[src/rtl/oal_pkg.sv]
// Package for the ordered array list engine.
// Holds the operation, status, cell-command and state types shared by the cell and the top level.
// No dependencies.
package oal_pkg;

    localparam int DepthDefault     = 64;
    localparam int WordWidthDefault = 32;
    localparam int CapReset         = 64;
    localparam int PosW             = 10;

    typedef enum logic [3:0] {
        FN_APPEND     = 4'd0,
        FN_INSERT     = 4'd1,
        FN_REPLACE    = 4'd2,
        FN_SWAP       = 4'd3,
        FN_READ       = 4'd4,
        FN_READ_LAST  = 4'd5,
        FN_FIND       = 4'd6,
        FN_REMOVE_VAL = 4'd7,
        FN_REMOVE_AT  = 4'd8,
        FN_POP        = 4'd9,
        FN_CLEAR      = 4'd10
    } func_t;

    typedef enum logic [1:0] {
        STAT_OK       = 2'd0,
        STAT_FULL     = 2'd1,
        STAT_RANGE    = 2'd2,
        STAT_NOTFOUND = 2'd3
    } status_t;

    typedef enum logic [2:0] {
        CM_HOLD,
        CM_INSERT,
        CM_WRITE,
        CM_SWAP,
        CM_REMOVE
    } cell_mode_t;

    typedef struct packed {
        cell_mode_t        mode;
        logic [PosW-1:0]   pos_a;
        logic [PosW-1:0]   pos_b;
    } cell_ctl_t;

    typedef enum logic {
        S_IDLE,
        S_APPLY
    } ctl_state_t;

endpackage

[src/rtl/oal_cell.sv]
// One storage cell of the list: holds one entry word and its registered match flag.
// Takes words from its left or right neighbor on shifts. Depends on oal_pkg.
module oal_cell #(
    parameter int POS        = 0,
    parameter int WORD_WIDTH = oal_pkg::WordWidthDefault,
    parameter int CNT_W      = $clog2(oal_pkg::DepthDefault + 1)
) (
    input  logic                  clk,
    input  oal_pkg::cell_ctl_t    ctl,
    input  logic [WORD_WIDTH-1:0] elem,
    input  logic [WORD_WIDTH-1:0] word_a,
    input  logic [WORD_WIDTH-1:0] word_b,
    input  logic [WORD_WIDTH-1:0] left_word,
    input  logic [WORD_WIDTH-1:0] right_word,
    input  logic                  cmp_en,
    input  logic [WORD_WIDTH-1:0] cmp_elem,
    input  logic [CNT_W-1:0]      count,
    output logic [WORD_WIDTH-1:0] word,
    output logic                  match
);
    import oal_pkg::*;

    localparam logic [PosW-1:0]  MyPos    = PosW'(POS);
    localparam logic [CNT_W-1:0] MyPosCnt = CNT_W'(POS);

    logic [WORD_WIDTH-1:0] word_reg;
    logic [WORD_WIDTH-1:0] word_next;
    logic                  match_reg;
    logic                  match_next;

    always_comb
    begin
        word_next = word_reg;
        case (ctl.mode)
            CM_INSERT:
            begin
                if (MyPos == ctl.pos_a)
                    word_next = elem;
                else if (MyPos > ctl.pos_a)
                    word_next = left_word;
            end
            CM_WRITE:
            begin
                if (MyPos == ctl.pos_a)
                    word_next = elem;
            end
            CM_SWAP:
            begin
                if (MyPos == ctl.pos_a)
                    word_next = word_b;
                else if (MyPos == ctl.pos_b)
                    word_next = word_a;
            end
            CM_REMOVE:
            begin
                if (MyPos >= ctl.pos_a)
                    word_next = right_word;
            end
            default:
            begin
                word_next = word_reg;
            end
        endcase
    end

    always_comb
    begin
        match_next = match_reg;
        if (cmp_en)
            match_next = (word_reg == cmp_elem) && (MyPosCnt < count);
    end

    always_ff @(posedge clk)
    begin
        word_reg  <= word_next;
        match_reg <= match_next;
    end

    assign word  = word_reg;
    assign match = match_reg;

endmodule

[config.mk]
export PLATFORM = sky130hd
export DESIGN_NAME = oal_cell
export DESIGN_NICKNAME = d
export VERILOG_FILES = /design/src/rtl/oal_pkg.sv /design/src/rtl/oal_cell.sv
export SDC_FILE = /design/constraint.sdc
export NUM_CORES = 1
export LEC_CHECK = 0
export ABC_AREA = 1
export BUFFER_PORTS_ARGS = -buffer_cell sky130_fd_sc_hd__buf_4
export CORE_AREA = 2 2 99 101
export DETAILED_ROUTE_END_ITERATION = 16
export DIE_AREA = 0 0 101 103
export PLACE_DENSITY = 0.8
export SYNTH_ARGS = -nofsm -noshare
export SYNTH_HDL_FRONTEND = slang
export SYNTH_SLANG_ARGS = --single-unit
export TNS_END_PERCENT = 50
[constraint.sdc]
create_clock -name clk -period 4.55 [get_ports clk]
set_input_delay 0.455 -clock clk [delete_from_list [all_inputs] [get_ports clk]]
set_output_delay 0.455 -clock clk [all_outputs]
set_load 0.01 [all_outputs]
==> results by group, run 1 <==
Synth
  – Post-Syn Area: 0.00361 mm^2
  – Post-Synthesis Cells: 645
  – Seq/Total Area, Yosys: 0.274
  – Most used DFF post-synth: edfxtp_1
  – Synth cell types: 19
  – Post-synthesis register bit count: 33
  – Avg Cell Area, Syn: 5.60 um^2
  – Top-count cell post-synth: nand2_1
  – Top cells by area, synth: edfxtp_1, nand2_1, inv_1
  – Top post-synthesis cells by count: nand2_1, inv_1, nand3_1
  – Post-synth EDFFs: 33
  – Async SR Flop Fraction: 0
  – Biggest area consumer among synthesized cells: edfxtp_1
  – Yosys top cell area share: 0.274
  – Post-Syn Nets: 869
  – Yosys warnings: 0

Cells and area
  – Register area: 991 um^2
  – Number of fill cells: 979
  – Final net count: 1112
  – Multi-input logic area: 0.00185 mm^2
  – ANT cells: 0
  – Final non-filler cell total: 1003
  – Syn-to-layout area delta: 56.5%
  – Share of layout cells above drive strength 1: 0.308
  – Largest register FFs: 32

Drt
  – DRC Markers: 0
  – Iter 0 DRT Violations: 201
  – Drt total wl: 12.4 mm
  – Detail Route met3 WL: 993 um
  – Met2 wire len: 6.37 mm
  – Met1 Wirelength: 4.88 mm
  – Top routing layer in use: met4
  – Vias per Instance: 4.50
  – First-pass DRT Iterations: 5
  – Vias: 4511
  – Remaining antenna violation count: 0
  – Drt wl/cell: 12.4 um

Floorplan
  – Initial Utilization: 0.382
  – Die Height: 103 um
  – Die span in x: 101 um
  – Core Box Area: 0.00946 mm^2
  – Row count: 36
  – Ports: 257
  – Die area: 0.0104 mm^2

Power
  – Worst ir drop on vdd: 0.0000896 V
  – P_leak: 3.16 nW
  – PwrDens: 148 mW/mm^2

Clocking
  – CTS-repair resized insts: 0
  – Clock-pin slew on the worst setup and hold paths: 0.07 ns
  – CTS Buffer Depth: 2
  – Htree depth: 2
  – Sink Count: 33
  – Post-CTS setup buffers: 0
  – Cts hold-fix bufs: 0
  – CTS tree: built
  – Skew-Pair Late Insertion Delay: 0.28 ns
  – Clk root buf: clkbuf_8
  – CTS Buf Count: 5

Global routing
  – First-pass GRT wire length: 18.6 mm
  – GRT overflow: 0
  – Total GRT Usage: 0.231
  – Initial antenna violation count: 0
  – Pin count of the biggest net entering global routing: 97
  – Vias in the first global route: 3913

Hold path
  – Hold Path Sink: match
  – Hold_sp: cmp_en
  – Hold WC Path Type: primary input to flip-flop
  – Worst Hold Depth: 1

STA
  – Setup Viol. Count Final: 0
  – Post-route minimum period: 2.26 ns
  – Crit share post-route: 0.496
  – Post-route setup slack: 2.29 ns
  – Clk_skew: 0.00430 ns
  – RSZ-0062 raised after global routing: false
  – Highest clock rate: 443 MHz
  – Slew Viols, Final: 0
  – Final Hold Violating Endpoints: 0
  – Slew @ Worst Pin: 0.945 ns
  – Rel. slew slack: 0.368
  – Setup TNS: 0 ns

Worst setup path
  – CP Capture Type: flip-flop
  – Crit-path max FO: 33
  – R2R setup slack: 3.20 ns
  – R2R Path Start: word[5]
  – RR Endpoint: match
  – CP Launch Type: primary input
  – Critical path class: primary input to flip-flop
  – Critical path data arrival time: 2.16 ns
  – R2R cell count: 5
  – CP required: 4.46 ns

Flow run
  – Max Cap Viol: 0

Run status
  – Status: complete, no violations

Placed design
  – Hpwl dp: 9.95 mm
  – Final GP Congestion: 0.878
  – Port-buffer cells: 256
  – Placed cell count: 995
  – Worst slack at placement: 1.95 ns
==> stage by stage <==
step	util	cell area [um^2]	hold WS (ns)	total power, mW
floorplan	-	3610	0.567	0.454
global placement	0.589	5570	0.652	0.627
detailed placement	0.589	5570	0.655	0.630
CTS	0.598	5650	0.362	0.842
global route	0.598	5650	0.354	0.890
finish	0.598	5650	0.369	0.835
==> layout by cell type (no fill, tap or decap), drive strengths merged, types with 4 or more instances in the layout <==
master and count:
o21ai 67, nand2 231, inv 169, nor3 4
nand3 68, edfxtp 33, clkbuf 5, xnor2 12
buf 261, nor2 33
==> where the power goes <==
part	internal [mW]	switching, mW
Combinational	0.171	0.112
Sequential	0.339	0.000207
Clock	0.103	0.109
==> kinds of logic after synthesis <==
family	after synthesis	share of synthesized area
XOR/XNOR	13	0.0315
AO/OA/AOI/OAI	67	0.0938
buffers and inverters	194	0.217
AND/OR/NAND/NOR	338	0.383
flip-flops	33	0.274
==> worst max-delay path, stage by stage <==
cell and delay, ns:
buf_4 0.11, nor2_1 0.11, nand3_1 0.13, nor2_4 0.12, inv_2 0.25, nand2_1 0.15
nand2_1 0.09, nor2_4 0.73
==> area by class of cell <==
| cell class | count | share of cell area |
|---|---|---|
| Timing Repair Buffer | 261 | 0.347 |
| Clock inverter | 3 | 0.00221 |
| Inverter | 169 | 0.112 |
| Clock buffer | 5 | 0.0122 |
| Tap cell | 114 | 0.0252 |
| Sequential cell | 33 | 0.175 |
| Multi-Input combinational cell | 418 | 0.326 |
==> layer usage <==
metal | vias to the layer above | GRT usage
met2 | 195 | 0.420
met1 | 1898 | 0.278
li1 | 2405 | -
met3 | 13 | 0.0542
met4 | 0 | 0.0499
met5 | - | 0
==> how the worst max path moves through the flow <==
stage             from       end  slack (ns)  cells past startpoint
3_3_place_gp   ctl[14]  word[12]        2.05                      8
2_1_floorplan  ctl[14]   word[0]        1.61                      8
3_5_place_dp   ctl[14]  word[12]        1.95                      8
4_1_cts        ctl[14]  word[30]        2.25                      8
6_report       ctl[14]  word[25]        2.29                      8
5_1_grt        ctl[10]  word[19]        2.08                      8
Power figures use the tool's default switching activity.
==> inputs of run 2 (changes only) <==
--- a/config.mk
+++ b/config.mk
@@ -7,10 +7,9 @@
 export LEC_CHECK = 0
 export ABC_AREA = 1
 export BUFFER_PORTS_ARGS = -buffer_cell sky130_fd_sc_hd__buf_4
-export CORE_AREA = 2 2 99 101
+export CORE_UTILIZATION = 38
 export DETAILED_ROUTE_END_ITERATION = 16
-export DIE_AREA = 0 0 101 103
-export PLACE_DENSITY = 0.8
+export PLACE_DENSITY = 0.81
 export SYNTH_ARGS = -nofsm -noshare
 export SYNTH_HDL_FRONTEND = slang
 export SYNTH_SLANG_ARGS = --single-unit
==> constraint.sdc (replaced) <==
create_clock -name clk -period 1.9 [get_ports clk]
set_input_delay 0.19 -clock clk [delete_from_list [all_inputs] [get_ports clk]]
set_output_delay 0.19 -clock clk [all_outputs]
set_load 0.01 [all_outputs]
==> run 2 against run 1 <==
Sequential share of layout area down 0.32 points. Sequential power up 140%. Final cell count up 2.3%. Non-clock buffer count up 8. Routed wire length up 1.1%. Worst setup slack worse by 1.7 ns. Die area down 4.8%. Combinational power up 140%. Count of clock-buffer cells in the layout up 1. Register-to-register slack worse by 2.6 ns. Hold slack worse by 0.26 ns. Via count up 1.6%. Largest power group unchanged.
==> results by group, run 2 (synthesized netlist as in run 1, its figures left out) <==
Cells and area
  – Most common cell after layout, fill and taps aside: buf_4
  – Largest register FFs: 32
  – Commonest cells after routing, fill and taps aside: buf_4, nand2_1, inv_1, nand3_1, o21ai_0
  – ANT cells: 0
  – Share of layout cells above drive strength 1: 0.315
  – Number of fill cells: 882
  – Final non-filler cell total: 1026
  – Syn-to-layout area delta: 59.4%
  – Final net count: 1120

Power
  – Worst ir drop on vdd: 0.000236 V
  – P_leak: 3.21 nW
  – PwrDens: 348 mW/mm^2

Clocking
  – CTS Buffer Depth: 2
  – Clock-pin slew on the worst setup and hold paths: 0.07 ns
  – Cts hold-fix bufs: 0
  – Htree depth: 2
  – Post-CTS setup buffers: 0
  – Clk root buf: clkbuf_8
  – CTS-repair resized insts: 0
  – Sink Count: 33
  – CTS tree: built
  – Skew-Pair Late Insertion Delay: 0.28 ns
  – CTS Buf Count: 5

Worst setup path
  – Total stage count of the critical path: 9
  – Critical Path, Cell by Cell: buf_4 > nor2_1 > nand3_1 > nor2_4 > o21ai_0 > nand2_1 > inv_1 > nor2_4 > buf_4
  – Critical path data arrival time: 1.30 ns
  – CP Launch Type: primary input
  – Worst path top cell family by delay: simple AND/OR/NAND/NOR gates
  – R2R cell count: 5
  – RR Endpoint: match
  – R2R Path Start: word[30]
  – CP required: 1.88 ns
  – CP Capture Type: flip-flop
  – Critical path class: primary input to flip-flop
  – Slowest cell on crit path: buf_4
  – Crit-path max FO: 11
  – Max incr delay on CP: 0.22 ns
  – CP Buf/Inv Count: 3
  – R2R setup slack: 0.62 ns

STA
  – Setup Viol. Count Final: 0
  – Clk_skew: 0.00401 ns
  – Final Hold Violating Endpoints: 0
  – Crit share post-route: 0.697
  – Rel. slew slack: 0.580
  – Setup TNS: 0 ns
  – Highest clock rate: 755 MHz
  – Slew @ Worst Pin: 0.629 ns
  – Slew Viols, Final: 0
  – RSZ-0062 raised after global routing: false
  – Post-route minimum period: 1.32 ns

Flow run
  – Max Cap Viol: 0

Drt
  – Vias per Instance: 4.46
  – Drt wl/cell: 12.2 um
  – Vias: 4581
  – First-pass DRT Iterations: 4
  – Remaining antenna violation count: 0
  – Drt total wl: 12.5 mm
  – Iter 0 DRT Violations: 153
  – DRC Markers: 0

Floorplan
  – Die Height: 99.5 um
  – Initial Utilization: 0.391
  – Row count: 35
  – Die area: 0.00990 mm^2
  – Die span in x: 99.5 um
  – Core Box Area: 0.00924 mm^2
  – Ports: 257

Hold path
  – Hold WC Path Type: primary input to flip-flop
  – Hold_sp: cmp_en
  – Worst Hold Depth: 1
  – Hold Path Sink: match

Global routing
  – GRT overflow: 0
  – Initial antenna violation count: 0
  – Vias in the first global route: 4371
  – Total GRT Usage: 0.252
  – Pin count of the biggest net entering global routing: 59
  – First-pass GRT wire length: 19.6 mm

Placed design
  – Hpwl dp: 10.4 mm
  – Port-buffer cells: 256
  – Placed cell count: 1018
  – Final GP Congestion: 0.843

Run status
  – Status: complete, no violations
==> run 2: changes by cell type in the layout (fill, tap and decap cells not counted), sizes merged <==
cell | previous run | this run
clkbuf | 5 | 6
clkinv | 3 | 2
buf | 261 | 269
==> run 2: per-stage QoR <==
stage,setup WS [ns],power [mW],util,instance area [um^2],hold WS (ns)
floorplan,0.0870,1.09,-,3620,0.302
global placement,0.319,1.51,0.614,5680,0.388
detailed placement,0.289,1.52,0.614,5680,0.392
CTS,0.587,2.03,0.623,5760,0.102
global route,0.454,2.13,0.623,5760,0.0964
finish,0.575,2.00,0.623,5760,0.114
==> run 2: power breakdown <==
group,internal (mW),switching (mW)
registers,0.813,0.000662
logic,0.414,0.274
clock network,0.254,0.250
==> run 2: cell type report <==
cell class	count	area, um^2	area share
repair buffers	269	2040	0.355
multi-input cells	418	1850	0.320
flip-flops and latches	33	991	0.172
inverters	169	634	0.110
well taps	129	161	0.0280
clock buffers	6	72.6	0.0126
clock inverters	2	10.0	0.00174
==> run 2: worst max path at each step <==
stage | from | end | slack [ns]
floorplan | ctl[14] | word[0] | 0.09
global placement | ctl[14] | word[23] | 0.32
detailed placement | ctl[19] | word[23] | 0.29
CTS | ctl[19] | word[23] | 0.59
global route | ctl[19] | word[25] | 0.45
finish | ctl[19] | word[24] | 0.58
==> run 2: metal layers <==
metal	wire [um]	global-route usage	vias up
met4	167	0.0633	0
met3	888	0.0464	12
met5	0	0	-
li1	-	-	2420
met1	4980	0.285	1963
met2	6500	0.483	186
==> run 2: worst reg2reg max path, cell delays in order, from the launching register on <==
cell	delay [ns]
edfxtp_1	0.43
xnor2_1	0.22
nand2_1	0.11
nor2_1	0.12
nand3_1	0.13
nor2_1	0.13
==> inputs of run 3 (changes only) <==
--- a/config.mk
+++ b/config.mk
@@ -7,9 +7,10 @@
 export LEC_CHECK = 0
 export ABC_AREA = 1
 export BUFFER_PORTS_ARGS = -buffer_cell sky130_fd_sc_hd__buf_4
-export CORE_UTILIZATION = 38
+export CORE_AREA = 2 2 99 101
 export DETAILED_ROUTE_END_ITERATION = 16
-export PLACE_DENSITY = 0.81
+export DIE_AREA = 0 0 101 103
+export PLACE_DENSITY = 0.8
 export SYNTH_ARGS = -nofsm -noshare
 export SYNTH_HDL_FRONTEND = slang
 export SYNTH_SLANG_ARGS = --single-unit
==> constraint.sdc (replaced) <==
create_clock -name clk -period 1.3 [get_ports clk]
set_input_delay 0.13 -clock clk [delete_from_list [all_inputs] [get_ports clk]]
set_output_delay 0.13 -clock clk [all_outputs]
set_load 0.01 [all_outputs]
==> run 3 against run 2 <==
Global-route usage down 1.2 points. Register-to-register slack worse by 0.56 ns. First-iteration DRC count down 14%. Sequential share of layout area down 0.45 points. Power up 60%. Via count up 0.55%. Sequential power up 46%. Critical path type is now flip-flop to flip-flop. Critical endpoint is now match. Largest power group unchanged. Highest routed layer unchanged.
==> results by group, run 3 (synthesized netlist as in run 1, its figures left out) <==
STA
  – Final Hold Violating Endpoints: 0
  – Highest clock rate: 803 MHz
  – Slew @ Worst Pin: 0.588 ns
  – Setup TNS: 0 ns
  – Slew Viols, Final: 0
  – RSZ-0062 raised after global routing: true
  – Crit share post-route: 0.958
  – Worst hold slack: 0.0382 ns
  – Setup Viol. Count Final: 0
  – Rel. slew slack: 0.608
  – Clk_skew: 0.00214 ns
  – Post-route minimum period: 1.24 ns

Cells and area
  – Syn-to-layout area delta: 63.7%
  – Final net count: 1125
  – Share of layout cells above drive strength 1: 0.333
  – ANT cells: 0
  – Commonest cells after routing, fill and taps aside: buf_4, nand2_1, inv_1, nand3_1, o21ai_0
  – Most common cell after layout, fill and taps aside: buf_4
  – Largest register FFs: 32
  – Final Util: 0.625

Floorplan
  – Initial Utilization: 0.382
  – Die Height: 103 um
  – Ports: 257
  – Core Box Area: 0.00946 mm^2
  – Die area: 0.0104 mm^2
  – Row count: 36
  – Die span in x: 101 um

Worst setup path
  – Slowest cell on crit path: edfxtp_1
  – Crit-path max FO: 2
  – Critical path class: flip-flop to flip-flop
  – R2R cell count: 5
  – CP Capture Type: flip-flop
  – R2R setup slack: 0.06 ns
  – Worst path top cell family by delay: flip-flops
  – Critical Path, Cell by Cell: xnor2_2 > nand2_1 > nor2_1 > nand3_1 > nor2_1
  – CP required: 1.45 ns
  – RR Endpoint: match
  – CP Launch Type: flip-flop
  – Max incr delay on CP: 0.48 ns
  – R2R Path Start: word[20]
  – Most Frequent Cell on Critical Path: nor2_1
  – CP Buf/Inv Count: 0
  – Critical path data arrival time: 1.40 ns

Global routing
  – Pin count of the biggest net entering global routing: 47
  – Total GRT Usage: 0.240
  – First-pass GRT wire length: 19.6 mm
  – Initial antenna violation count: 0
  – GRT overflow: 0
  – Vias in the first global route: 4272

Clocking
  – Clk root buf: clkbuf_8
  – CTS tree: built
  – Sink Count: 33
  – Cts hold-fix bufs: 0
  – CTS Buffer Depth: 2
  – CTS Buf Count: 5
  – Clock-pin slew on the worst setup and hold paths: 0.07 ns
  – Skew-Pair Late Insertion Delay: 0.29 ns
  – Htree depth: 2

Flow run
  – Max Cap Viol: 0

Drt
  – Drt total wl: 12.9 mm
  – DRC Markers: 0
  – First-pass DRT Iterations: 4
  – Remaining antenna violation count: 0
  – Vias: 4606
  – Vias per Instance: 4.53
  – Iter 0 DRT Violations: 131
  – Drt wl/cell: 12.7 um

Power
  – Worst ir drop on vdd: 0.000383 V
  – P_leak: 3.27 nW
  – PwrDens: 543 mW/mm^2

Hold path
  – Hold WC Path Type: primary input to flip-flop
  – Hold Path Sink: match
  – Worst Hold Depth: 1
  – Hold_sp: cmp_en

Placed design
  – Port-buffer cells: 256
  – Final GP Congestion: 0.869
  – Hpwl dp: 10.7 mm

Run status
  – Status: complete, no violations
run 3: cell type report:
type                            count  area (um^2)
Fill cell                         927         3540
Timing Repair Buffer              274         2140
Multi-Input combinational cell    418         1900
Sequential cell                    33          991
Inverter                          169          634
Tap cell                          114          143
Clock buffer                        5         68.8
Clock inverter                      3         46.3
run 3: what timing repair did:
item / in CTS / in global routing
gates cloned: 0 / 0
setup buffers: 0 / 1
gates resized for setup: 0 / 7
pin swaps: 1 / 2
setup endpoints to repair: 11 / 34
run 3: stage by stage:
step	instance area (um^2)	total power, mW	cells	setup WS [ns]
after floorplan	3650	1.60	645	-0.408
after global placement	5770	2.23	1007	-0.268
after detailed placement	5770	2.24	1007	-0.310
after CTS	5880	3.23	1015	0.0144
after global routing	5910	3.40	1016	-0.0151
final	5910	3.21	1016	0.0552
run 3: metal layers:
metal / track usage / share of wire
met1: 0.284 / 0.41
met2: 0.435 / 0.50
met3: 0.0502 / 0.073
met4: 0.0790 / 0.020
met5: 0 / 0
run 3: worst max path at each step:
stage	from	cells after the start	to
after floorplan	ctl[16]	8	word[0]
after global placement	ctl[16]	9	word[16]
after CTS	ctl[16]	9	word[13]
final	word[20]	5	match
after global routing	word[20]	5	match
after detailed placement	ctl[16]	9	word[17]
run 3: power breakdown:
part	leakage, nW	switching, mW	internal, mW
combinational	2.93	0.409	0.624
clock	0.0543	0.415	0.574
sequential	0.282	0.000824	1.19
